`config.mk`:
```
export PLATFORM = sky130hd
export DESIGN_NAME = mop_cell
export DESIGN_NICKNAME = d
export VERILOG_FILES = /design/src/mop_pkg.sv /design/src/mop_cell.sv
export SDC_FILE = /design/constraint.sdc
export NUM_CORES = 1
export LEC_CHECK = 0
export BUFFER_PORTS_ARGS = -buffer_cell sky130_fd_sc_hd__buf_2
export CAP_MARGIN = 10
export CORE_MARGIN = 2
export CORE_UTILIZATION = 57
export CTS_CLUSTER_SIZE = 25
export DETAILED_ROUTE_END_ITERATION = 6
export PLACE_DENSITY = 0.83
export SYNTH_ARGS = -nofsm -noshare
export SYNTH_HDL_FRONTEND = slang
export SYNTH_SLANG_ARGS = --single-unit
```
`constraint.sdc`:
```
create_clock -name clk -period 8.6 [get_ports clk]
set_input_delay 0 -clock clk [delete_from_list [all_inputs] [get_ports clk]]
set_output_delay 0 -clock clk [all_outputs]
set_load 0.02 [all_outputs]
```
`src/mop_pkg.sv`:
```
// Shared types, constants and helpers for the Mandelbrot orbit period block.
// Used by mop_mul, mop_cell and mandelbrot_orbit_period_top. No dependencies.

package mop_pkg;

    // Default depth of the orbit store (one cell per orbit point).
    localparam int ORBIT_DEPTH_DEF = 64;

    // Field and register widths.
    localparam int Q_W      = 48;   // Q24.24 orbit values
    localparam int IN_W     = 32;   // Q4.28 input parts
    localparam int ITER_W   = 7;
    localparam int TOL_W    = 25;
    localparam int LIM_W    = 47;
    localparam int PERIOD_W = 6;
    localparam int IDX_W    = 2;

    // Edges from an update of z until the new z sits in its register.
    localparam int PIPE_LAT = 5;

    // Register reset values.
    localparam logic [ITER_W-1:0] MAX_ITER_RST = ITER_W'(64);
    localparam logic [TOL_W-1:0]  TOL_RST      = TOL_W'(17);
    localparam logic [LIM_W-1:0]  LIM_RST      = LIM_W'(64'd167772160000);

    // Configuration register indexes.
    localparam logic [IDX_W-1:0] REG_MAX_ITER = IDX_W'(0);
    localparam logic [IDX_W-1:0] REG_TOL      = IDX_W'(1);
    localparam logic [IDX_W-1:0] REG_LIMIT    = IDX_W'(2);

    // Commands broadcast to every orbit cell.
    typedef struct packed {
        logic clear;     // forget all stored points
        logic write;     // first empty cell takes the new point
        logic compare;   // every cell compares the new point with its own
        logic shift;     // every cell takes its upper neighbor's contents
    } mop_ctrl_t;

    // Contents of one orbit cell, as seen by its lower neighbor.
    typedef struct packed {
        logic          filled;
        logic          match;
        logic [Q_W-1:0] re;
        logic [Q_W-1:0] im;
    } mop_entry_t;

    // Controller states, one-hot.
    typedef enum logic [6:0] {
        ST_IDLE   = 7'b0000001,
        ST_MUL    = 7'b0000010,
        ST_CHECK  = 7'b0000100,
        ST_DECIDE = 7'b0001000,
        ST_SEEK   = 7'b0010000,
        ST_EMIT   = 7'b0100000,
        ST_ZERO   = 7'b1000000
    } mop_state_t;

    // Clamp a 50-bit signed sum to the 48-bit signed range.
    function automatic logic [Q_W-1:0] sat48(input logic [Q_W+1:0] v);
        logic [Q_W-1:0] r;
        begin
            if ((v[Q_W+1:Q_W-1] == 3'b000) || (v[Q_W+1:Q_W-1] == 3'b111))
            begin
                r = v[Q_W-1:0];
            end
            else if (v[Q_W+1])
            begin
                r = {1'b1, {(Q_W-1){1'b0}}};
            end
            else
            begin
                r = {1'b0, {(Q_W-1){1'b1}}};
            end
            return r;
        end
    endfunction

endpackage

```
`src/mop_cell.sv`:
```
// One orbit cell: holds one stored orbit point, compares it with a new point
// and passes its contents down the chain. Depends on mop_pkg.

module mop_cell import mop_pkg::*;
(
    input  logic             clk,
    input  logic             rst_n,
    input  mop_ctrl_t        ctrl,
    input  logic             below_filled,
    input  mop_entry_t       upper,
    input  logic [Q_W-1:0]   new_real,
    input  logic [Q_W-1:0]   new_imag,
    input  logic [TOL_W-1:0] tol,
    output mop_entry_t       entry
);

    logic           filled_reg, filled_next;
    logic           match_reg, match_next;
    logic [Q_W-1:0] re_reg;
    logic [Q_W-1:0] im_reg;
    logic [Q_W:0]   diff_re, diff_im;
    logic [Q_W:0]   mag_re, mag_im;
    logic           close;
    logic           write_here;

    // Absolute distance on both parts, strictly below the tolerance.
    always_comb
    begin
        diff_re = {re_reg[Q_W-1], re_reg} - {new_real[Q_W-1], new_real};
        diff_im = {im_reg[Q_W-1], im_reg} - {new_imag[Q_W-1], new_imag};
        mag_re  = diff_re[Q_W] ? (~diff_re + 1'b1) : diff_re;
        mag_im  = diff_im[Q_W] ? (~diff_im + 1'b1) : diff_im;
        close   = (mag_re < (Q_W+1)'(tol)) && (mag_im < (Q_W+1)'(tol));
    end

    // The first empty cell above a filled one takes the new point.
    assign write_here = ctrl.write && !filled_reg && below_filled;

    always_comb
    begin
        filled_next = filled_reg;
        match_next  = match_reg;
        if (ctrl.clear)
        begin
            filled_next = 1'b0;
            match_next  = 1'b0;
        end
        else if (ctrl.shift)
        begin
            filled_next = upper.filled;
            match_next  = upper.match;
        end
        else
        begin
            if (write_here)
            begin
                filled_next = 1'b1;
            end
            if (ctrl.compare)
            begin
                match_next = filled_reg && close;
            end
        end
    end

    always_ff @(posedge clk or negedge rst_n)
    begin
        if (!rst_n)
        begin
            filled_reg <= 1'b0;
            match_reg  <= 1'b0;
        end
        else
        begin
            filled_reg <= filled_next;
            match_reg  <= match_next;
        end
    end

    // Stored point: shifted down from above or written from the new point.
    always_ff @(posedge clk)
    begin
        if (ctrl.shift)
        begin
            re_reg <= upper.re;
            im_reg <= upper.im;
        end
        else if (write_here)
        begin
            re_reg <= new_real;
            im_reg <= new_imag;
        end
    end

    assign entry.filled = filled_reg;
    assign entry.match  = match_reg;
    assign entry.re     = re_reg;
    assign entry.im     = im_reg;

endmodule

```
==> reports/metrics.yaml, run 1 <==
synth:
  syn_inst: 2054
  synth_edf_count: 96
  yosysUniqueCellTypes: 101
  syn-cell-area_um2: 15100
  syn_area_per_cell_um2: 7.34
  ys_warn_count: 0
  syn_nets: 2428
  synth-seq-area-share: 0.194
  synth_flop_cell: "edfxtp_1"
  synth_seq_cells: 98
  async_flop_share: 0.0204
cells_and_area:
  multiInputGateArea_um2: 11200
  n_fill_cell: 2082
  syn2layout_area_growth_pct: 22.9
  regArea_um2: 2930
  drive_gt1_frac: 0.165
  fin_area_um2: 18500
  final_nets: 2825
critical_path:
  crit_fanout: 33
  cp_common_cell: "o21ai_0"
  critPathKind: "flop to flop"
  cp_slowest_stage_delay_ns: 0.50
  crit_path_start_kind: "flop"
  r2r_setup_slack_ns: 1.99
  arrival_ns: 6.92
  required_ns: 8.91
  end_kind: "flop"
  crit_slowest_cell: "o21ai_0"
route:
  first_pass_iters: 6
  drt_iter0_drc: 1429
  remaining_drc_errors: 0
  num_vias: 17600
  vias_per_cell: 6.29
  post_drt_wl_per_cell_um: 18.5
  postRouteAntennaNets: 0
  totalWireLength_mm: 51.8
hold_path:
  hold_path_class: "primary input to flop"
grt:
  grt_max_degree: 108
  antenna_found_initial: 2
  grt-ovfl-total: 0
  grt_pass1_wl_mm: 84.3
  grt_pass1_vias: 17000
  track_usage: 0.360
clocking:
  h-tree-depth: 3
  clk_pin_slew_ns: 0.08
  cts_buffers: 9
  cts_resized: 0
  cts_tree: "done"
  clock_path_buffers: 2
  root_buffer: "clkbuf_16"
  cts_sinks: 98
  clock_latency_ns: 0.36
sta:
  rsz0062_at_grt: "no"
  finalSetupTns_ns: 0
  drv_slew: 0
  period_share: 0.769
  fmax_mhz: 151
  skew_ns: 0.00955
  hold_viol: 0
  final.min_clock_period_ns: 6.61
  worstMarginPinSlew_ns: 1.19
  setup_violations: 0
  relSlewSlack: 0.184
floorplanning:
  die_h_um: 167
  die_w_um: 167
  die-area_um2: 27800
  coreArea_um2: 26000
  num_rows: 59
  start_util: 0.580
  io_pins: 324
run:
  cap_violations: 0
placement:
  dpl.hpwl_mm: 38.4
  io_buffers: 323
  placed_cell_area_um2: 16800
  place.gp.congestion: 0.919
pwr:
  power_leakage_nw: 8.25
  p_per_area_nw_per_um2: 148
  ir_worst_vdd_mv: 0.102
outcome:
  status: "completed"
==> cell usage in the layout, fill, tap and decap left out, types with 16 or more instances in the layout <==
master         count
o21ai_0          215
ha_1             146
a211oi_1          28
nand3_1           62
and3_1            16
nand4_1           52
nor2_1           129
a21o_1            68
a21oi_1          158
or2_2             17
edfxtp_1          96
and2_1            24
nor4_1            18
nor3_1            65
nand2_1          258
or3_1             18
dlygate4sd3_1    140
buf_2            322
nand2b_1          17
o211ai_1          20
xor2_1            29
o21a_1            26
inv_1            149
xnor2_1           67
==> metrics by stage <==
step / utilization / cells / hold WS [ns] / worst slack (ns) / power, mW
after global routing: 0.713 / 2791 / 0.0221 / 1.56 / 2.95
after CTS: 0.713 / 2791 / 0.000352 / 2.14 / 2.71
final: 0.713 / 2792 / 0.000352 / 1.99 / 2.75
after floorplan: - / 2054 / -0.296 / 2.71 / 1.80
after detailed placement: 0.648 / 2635 / -0.206 / 2.18 / 2.21
after global placement: 0.648 / 2635 / -0.203 / 2.38 / 2.17
==> Yosys cell counts, types with 9 or more instances <==
library cell	count	area, um^2
o21bai_1	9	67.6
nand3_1	62	310
nor2b_1	15	93.8
nand2b_1	17	106
nor4_1	18	113
and3_1	16	100
or4_1	10	75.1
xor2_1	29	254
a211oi_1	28	210
o21a_1	26	195
or2_2	17	106
o31ai_1	15	113
clkbuf_1	76	285
edfxtp_1	96	2880
or3_1	18	113
ha_1	146	1830
and2_1	24	150
nand2_1	258	968
a21oi_1	158	791
o211ai_1	20	150
a221oi_1	9	78.8
nor2_1	129	484
nand4_1	52	325
o21ai_0	215	1080
a21boi_0	9	67.6
a21o_1	68	510
nor3_1	65	325
xnor2_1	67	587
o2111ai_1	14	123
and4_1	15	131
inv_1	149	559
==> layout make-up <==
class                           instances  area share
Timing Repair Buffer                  472       0.167
Tap cell                              335      0.0226
Multi-Input combinational cell       1721       0.606
Antenna cell                            1    0.000135
Clock inverter                          4     0.00182
Clock buffer                           12      0.0144
Inverter                              149      0.0302
Sequential cell                        98       0.158
==> where the power goes <==
group          internal (mW)  leakage (nW)  switching (mW)
Sequential             0.576         0.994          0.0243
Clock                  0.223         0.145           0.213
Combinational          0.673          7.11            1.04
Total                   1.47          8.25            1.28
==> routing by layer <==
metal | up-vias | part of all wire | wire length, um | GRT usage
met2 | 800 | 0.49 | 25100 | 0.644
met3 | 102 | 0.065 | 3370 | 0.0423
met1 | 8206 | 0.42 | 21900 | 0.451
met4 | 2 | 0.027 | 1410 | 0.119
li1 | 8452 | - | - | -
met5 | - | 0.00014 | 7 | 0
==> cell families (layout without fill, tap and decap cells) <==
group                    Yosys count  count (layout)  synth area share
buffers and inverters            235             637            0.0612
adder cells (fa/ha/maj)          148             148             0.124
multiplexers                      13              13           0.00904
other                              0               1                 0
AND/OR/NAND/NOR                  765             765             0.256
XOR/XNOR                          96              96            0.0558
AO/OA/AOI/OAI                    699             699             0.300
flip-flops                        98              98             0.194
==> worst max-delay path: cells and delay by family (launching register included) <==
| family | cells | cell delay (ns) |
|---|---|---|
| AND/OR/NAND/NOR | 7 | 1.57 |
| buffers and inverters | 2 | 0.28 |
| AO/OA/AOI/OAI | 16 | 3.44 |
| adder cells (fa/ha/maj) | 3 | 0.88 |
| flip-flops | 1 | 0.36 |
==> final timing paths <==
| kind | startpoint | end | cells after the start |
|---|---|---|---|
| max | re_reg[0] | match_reg | 28 |
| min | new_real[34] | re_reg[34] | 3 |
| max reg2reg | re_reg[0] | match_reg | 28 |
| min reg2reg | match_reg | match_reg | 3 |
| max in group asynchronous | rst_n | filled_reg | 3 |
| min in group asynchronous | rst_n | match_reg | 3 |
==> timing repair <==
| item | 4_1_cts | 5_1_grt |
|---|---|---|
| endpoints found under the hold margin | 100 | 0 |
| hold buffers | 140 | 0 |
| buffers inserted | 0 | 0 |
Note: power is estimated with default switching activity, not from simulation.
==> run 2: changes to the inputs <==
==> constraint.sdc (replaced) <==
create_clock -name clk -period 6.5 [get_ports clk]
set_input_delay 0 -clock clk [delete_from_list [all_inputs] [get_ports clk]]
set_output_delay 0 -clock clk [all_outputs]
set_load 0.02 [all_outputs]
==> run 2 against run 1 <==
Cell count grew 0.57%. Power grew 34%. Critical endpoint unchanged. Clock power is 39% higher. Combinational power grew 33%. Clock-buffer cell count shrank 1. First-iteration DRC count rose by 1.3%. Critical path depth decreased by 4. Sequential power rose by 32%.
==> reports/metrics.yaml, run 2 (synthesis results as in run 1) <==
outcome:
  status: "completed"
cells_and_area:
  drive_gt1_frac: 0.171
  final_nets: 2841
  layout_commonest_cell: "buf_2"
  syn2layout_area_growth_pct: 23.9
  n_fill_cell: 2128
  final_cell_mix: "buf_2, nand2_1, o21ai_0, a21oi_1, inv_1"
clocking:
  post_cts_buffers: 0
  cts_tree: "done"
  root_buffer: "clkbuf_16"
  clock_path_buffers: 2
  cts_sinks: 98
  h-tree-depth: 3
  clock_latency_ns: 0.36
  cts_buffers: 9
  clk_pin_slew_ns: 0.08
placement:
  io_buffers: 323
  dpl.hpwl_mm: 38.8
  place.gp.congestion: 0.950
critical_path:
  end_kind: "flop"
  crit_fanout: 17
  arrival_ns: 6.29
  critPathKind: "flop to flop"
  crit_path_start_kind: "flop"
  r2r_setup_slack_ns: 0.51
  required_ns: 6.81
route:
  postRouteAntennaNets: 0
  vias_per_cell: 6.25
  post_drt_wl_per_cell_um: 18.5
  drt_iter0_drc: 1447
  num_vias: 17500
  first_pass_iters: 7
  remaining_drc_errors: 0
  totalWireLength_mm: 51.9
sta:
  relSlewSlack: 0.369
  hold_viol: 0
  finalSetupTns_ns: 0
  timing.hold.ws_ns: 0.00639
  fmax_mhz: 167
  skew_ns: 0.00886
  worstMarginPinSlew_ns: 0.947
  setup_violations: 0
  rsz0062_at_grt: "no"
  period_share: 0.921
  drv_slew: 0
  final.min_clock_period_ns: 5.99
floorplanning:
  io_pins: 324
  die_h_um: 167
  num_rows: 59
  coreArea_um2: 26000
  die-area_um2: 27800
  die_w_um: 167
  start_util: 0.580
hold_path:
  hold_path_class: "primary input to flop"
pwr:
  combPwrFrac: 0.620
  power_leakage_nw: 8.34
  internal_power_mw: 1.99
  ir_worst_vdd_mv: 0.147
  switching_share: 0.460
  switchingPower_mw: 1.69
  clockPowerShare: 0.164
  p_per_area_nw_per_um2: 197
  seq_power_share: 0.216
grt:
  antenna_found_initial: 2
  track_usage: 0.360
  grt-ovfl-total: 0
  grt_pass1_vias: 17100
  grt_max_degree: 105
  grt_pass1_wl_mm: 83.9
run:
  cap_violations: 0
[run 2: cell count changes in the layout (fill, tap and decap cells not counted), sizes merged]
cell / delta
dlygate4sd3: +1
clkinvlp: -1
clkbuf: -1
clkinv: +1
buf: +15
bufinv: +1
[run 2: power by group through the flow]
stage	combinational [mW]	clock, mW	sequential (mW)
after floorplan	1.51	0	0.875
after global placement	2.09	0	0.804
after detailed placement	2.14	0	0.807
after CTS	2.23	0.616	0.793
after global routing	2.51	0.632	0.801
final	2.28	0.604	0.794
[run 2: area by class of cell]
cell class / count / area (um^2) / share of cell area
timing repair buffer: 488 / 3210 / 0.172
clock buffer: 11 / 253 / 0.0135
multi-input combinational: 1721 / 11200 / 0.602
clock inverter: 5 / 61.3 / 0.00328
sequential: 98 / 2930 / 0.157
tap: 335 / 419 / 0.0224
inverter: 149 / 559 / 0.0299
antenna: 1 / 2.50 / 0.000134
[run 2: timing repair]
| item | CTS | global route |
|---|---|---|
| endpoints found under the hold margin | 99 | 0 |
| hold buffers | 141 | 0 |
| gates resized for setup | 0 | 2 |
| setup endpoints to repair | 0 | 1 |
[run 2: path summary, 6_finish.rpt]
kind,cells past startpoint,startpoint,endpoint
worst max-delay path,24,im_reg[32],match_reg
worst min-delay path,3,new_real[34],re_reg[34]
worst max register to register,24,im_reg[32],match_reg
worst min register to register,1,filled_reg,filled_reg
max in group asynchronous,3,rst_n,filled_reg
min in group asynchronous,3,rst_n,match_reg
[run 2: worst max-delay path: stages (launching register included)]
cell       delay, ns
edfxtp_1        0.41
ha_1            0.50
nand4_1         0.15
nor3_1          0.41
nand3_1         0.26
o221ai_1        0.51
o21ai_0         0.24
a41o_1          0.47
nand2_1         0.13
o21ai_0         0.08
ha_1            0.28
a21boi_0        0.12
o21a_1          0.17
o21a_1          0.16
o21a_1          0.15
o21ai_0         0.15
a21oi_1         0.11
o211a_1         0.22
nor3_1          0.25
and3_1          0.20
o2111ai_1       0.09
nor4b_1         0.25
nand4_1         0.14
nor4_2          0.29
a41o_1          0.18
[run 2: metal layers]
layer  part of all wire  vias up  routed length, um  global-route usage
met5            0.00023        -                 12                   0
met4              0.041        2               2130               0.144
met3              0.059      128               3030              0.0461
met2               0.48      773              25000               0.637
met1               0.42     8142              21700               0.444
li1                   -     8500                  -                   -
[run 2: per-stage QoR]
step | power, mW | cell area, um^2 | std cells | util | worst slack, ns
after floorplan | 2.38 | 15100 | 2054 | - | 0.613
after global placement | 2.89 | 16900 | 2650 | 0.652 | 0.569
after detailed placement | 2.94 | 16900 | 2650 | 0.652 | 0.498
after CTS | 3.63 | 18700 | 2807 | 0.719 | 0.480
after global routing | 3.94 | 18700 | 2807 | 0.719 | 0.0520
final | 3.68 | 18700 | 2808 | 0.719 | 0.513
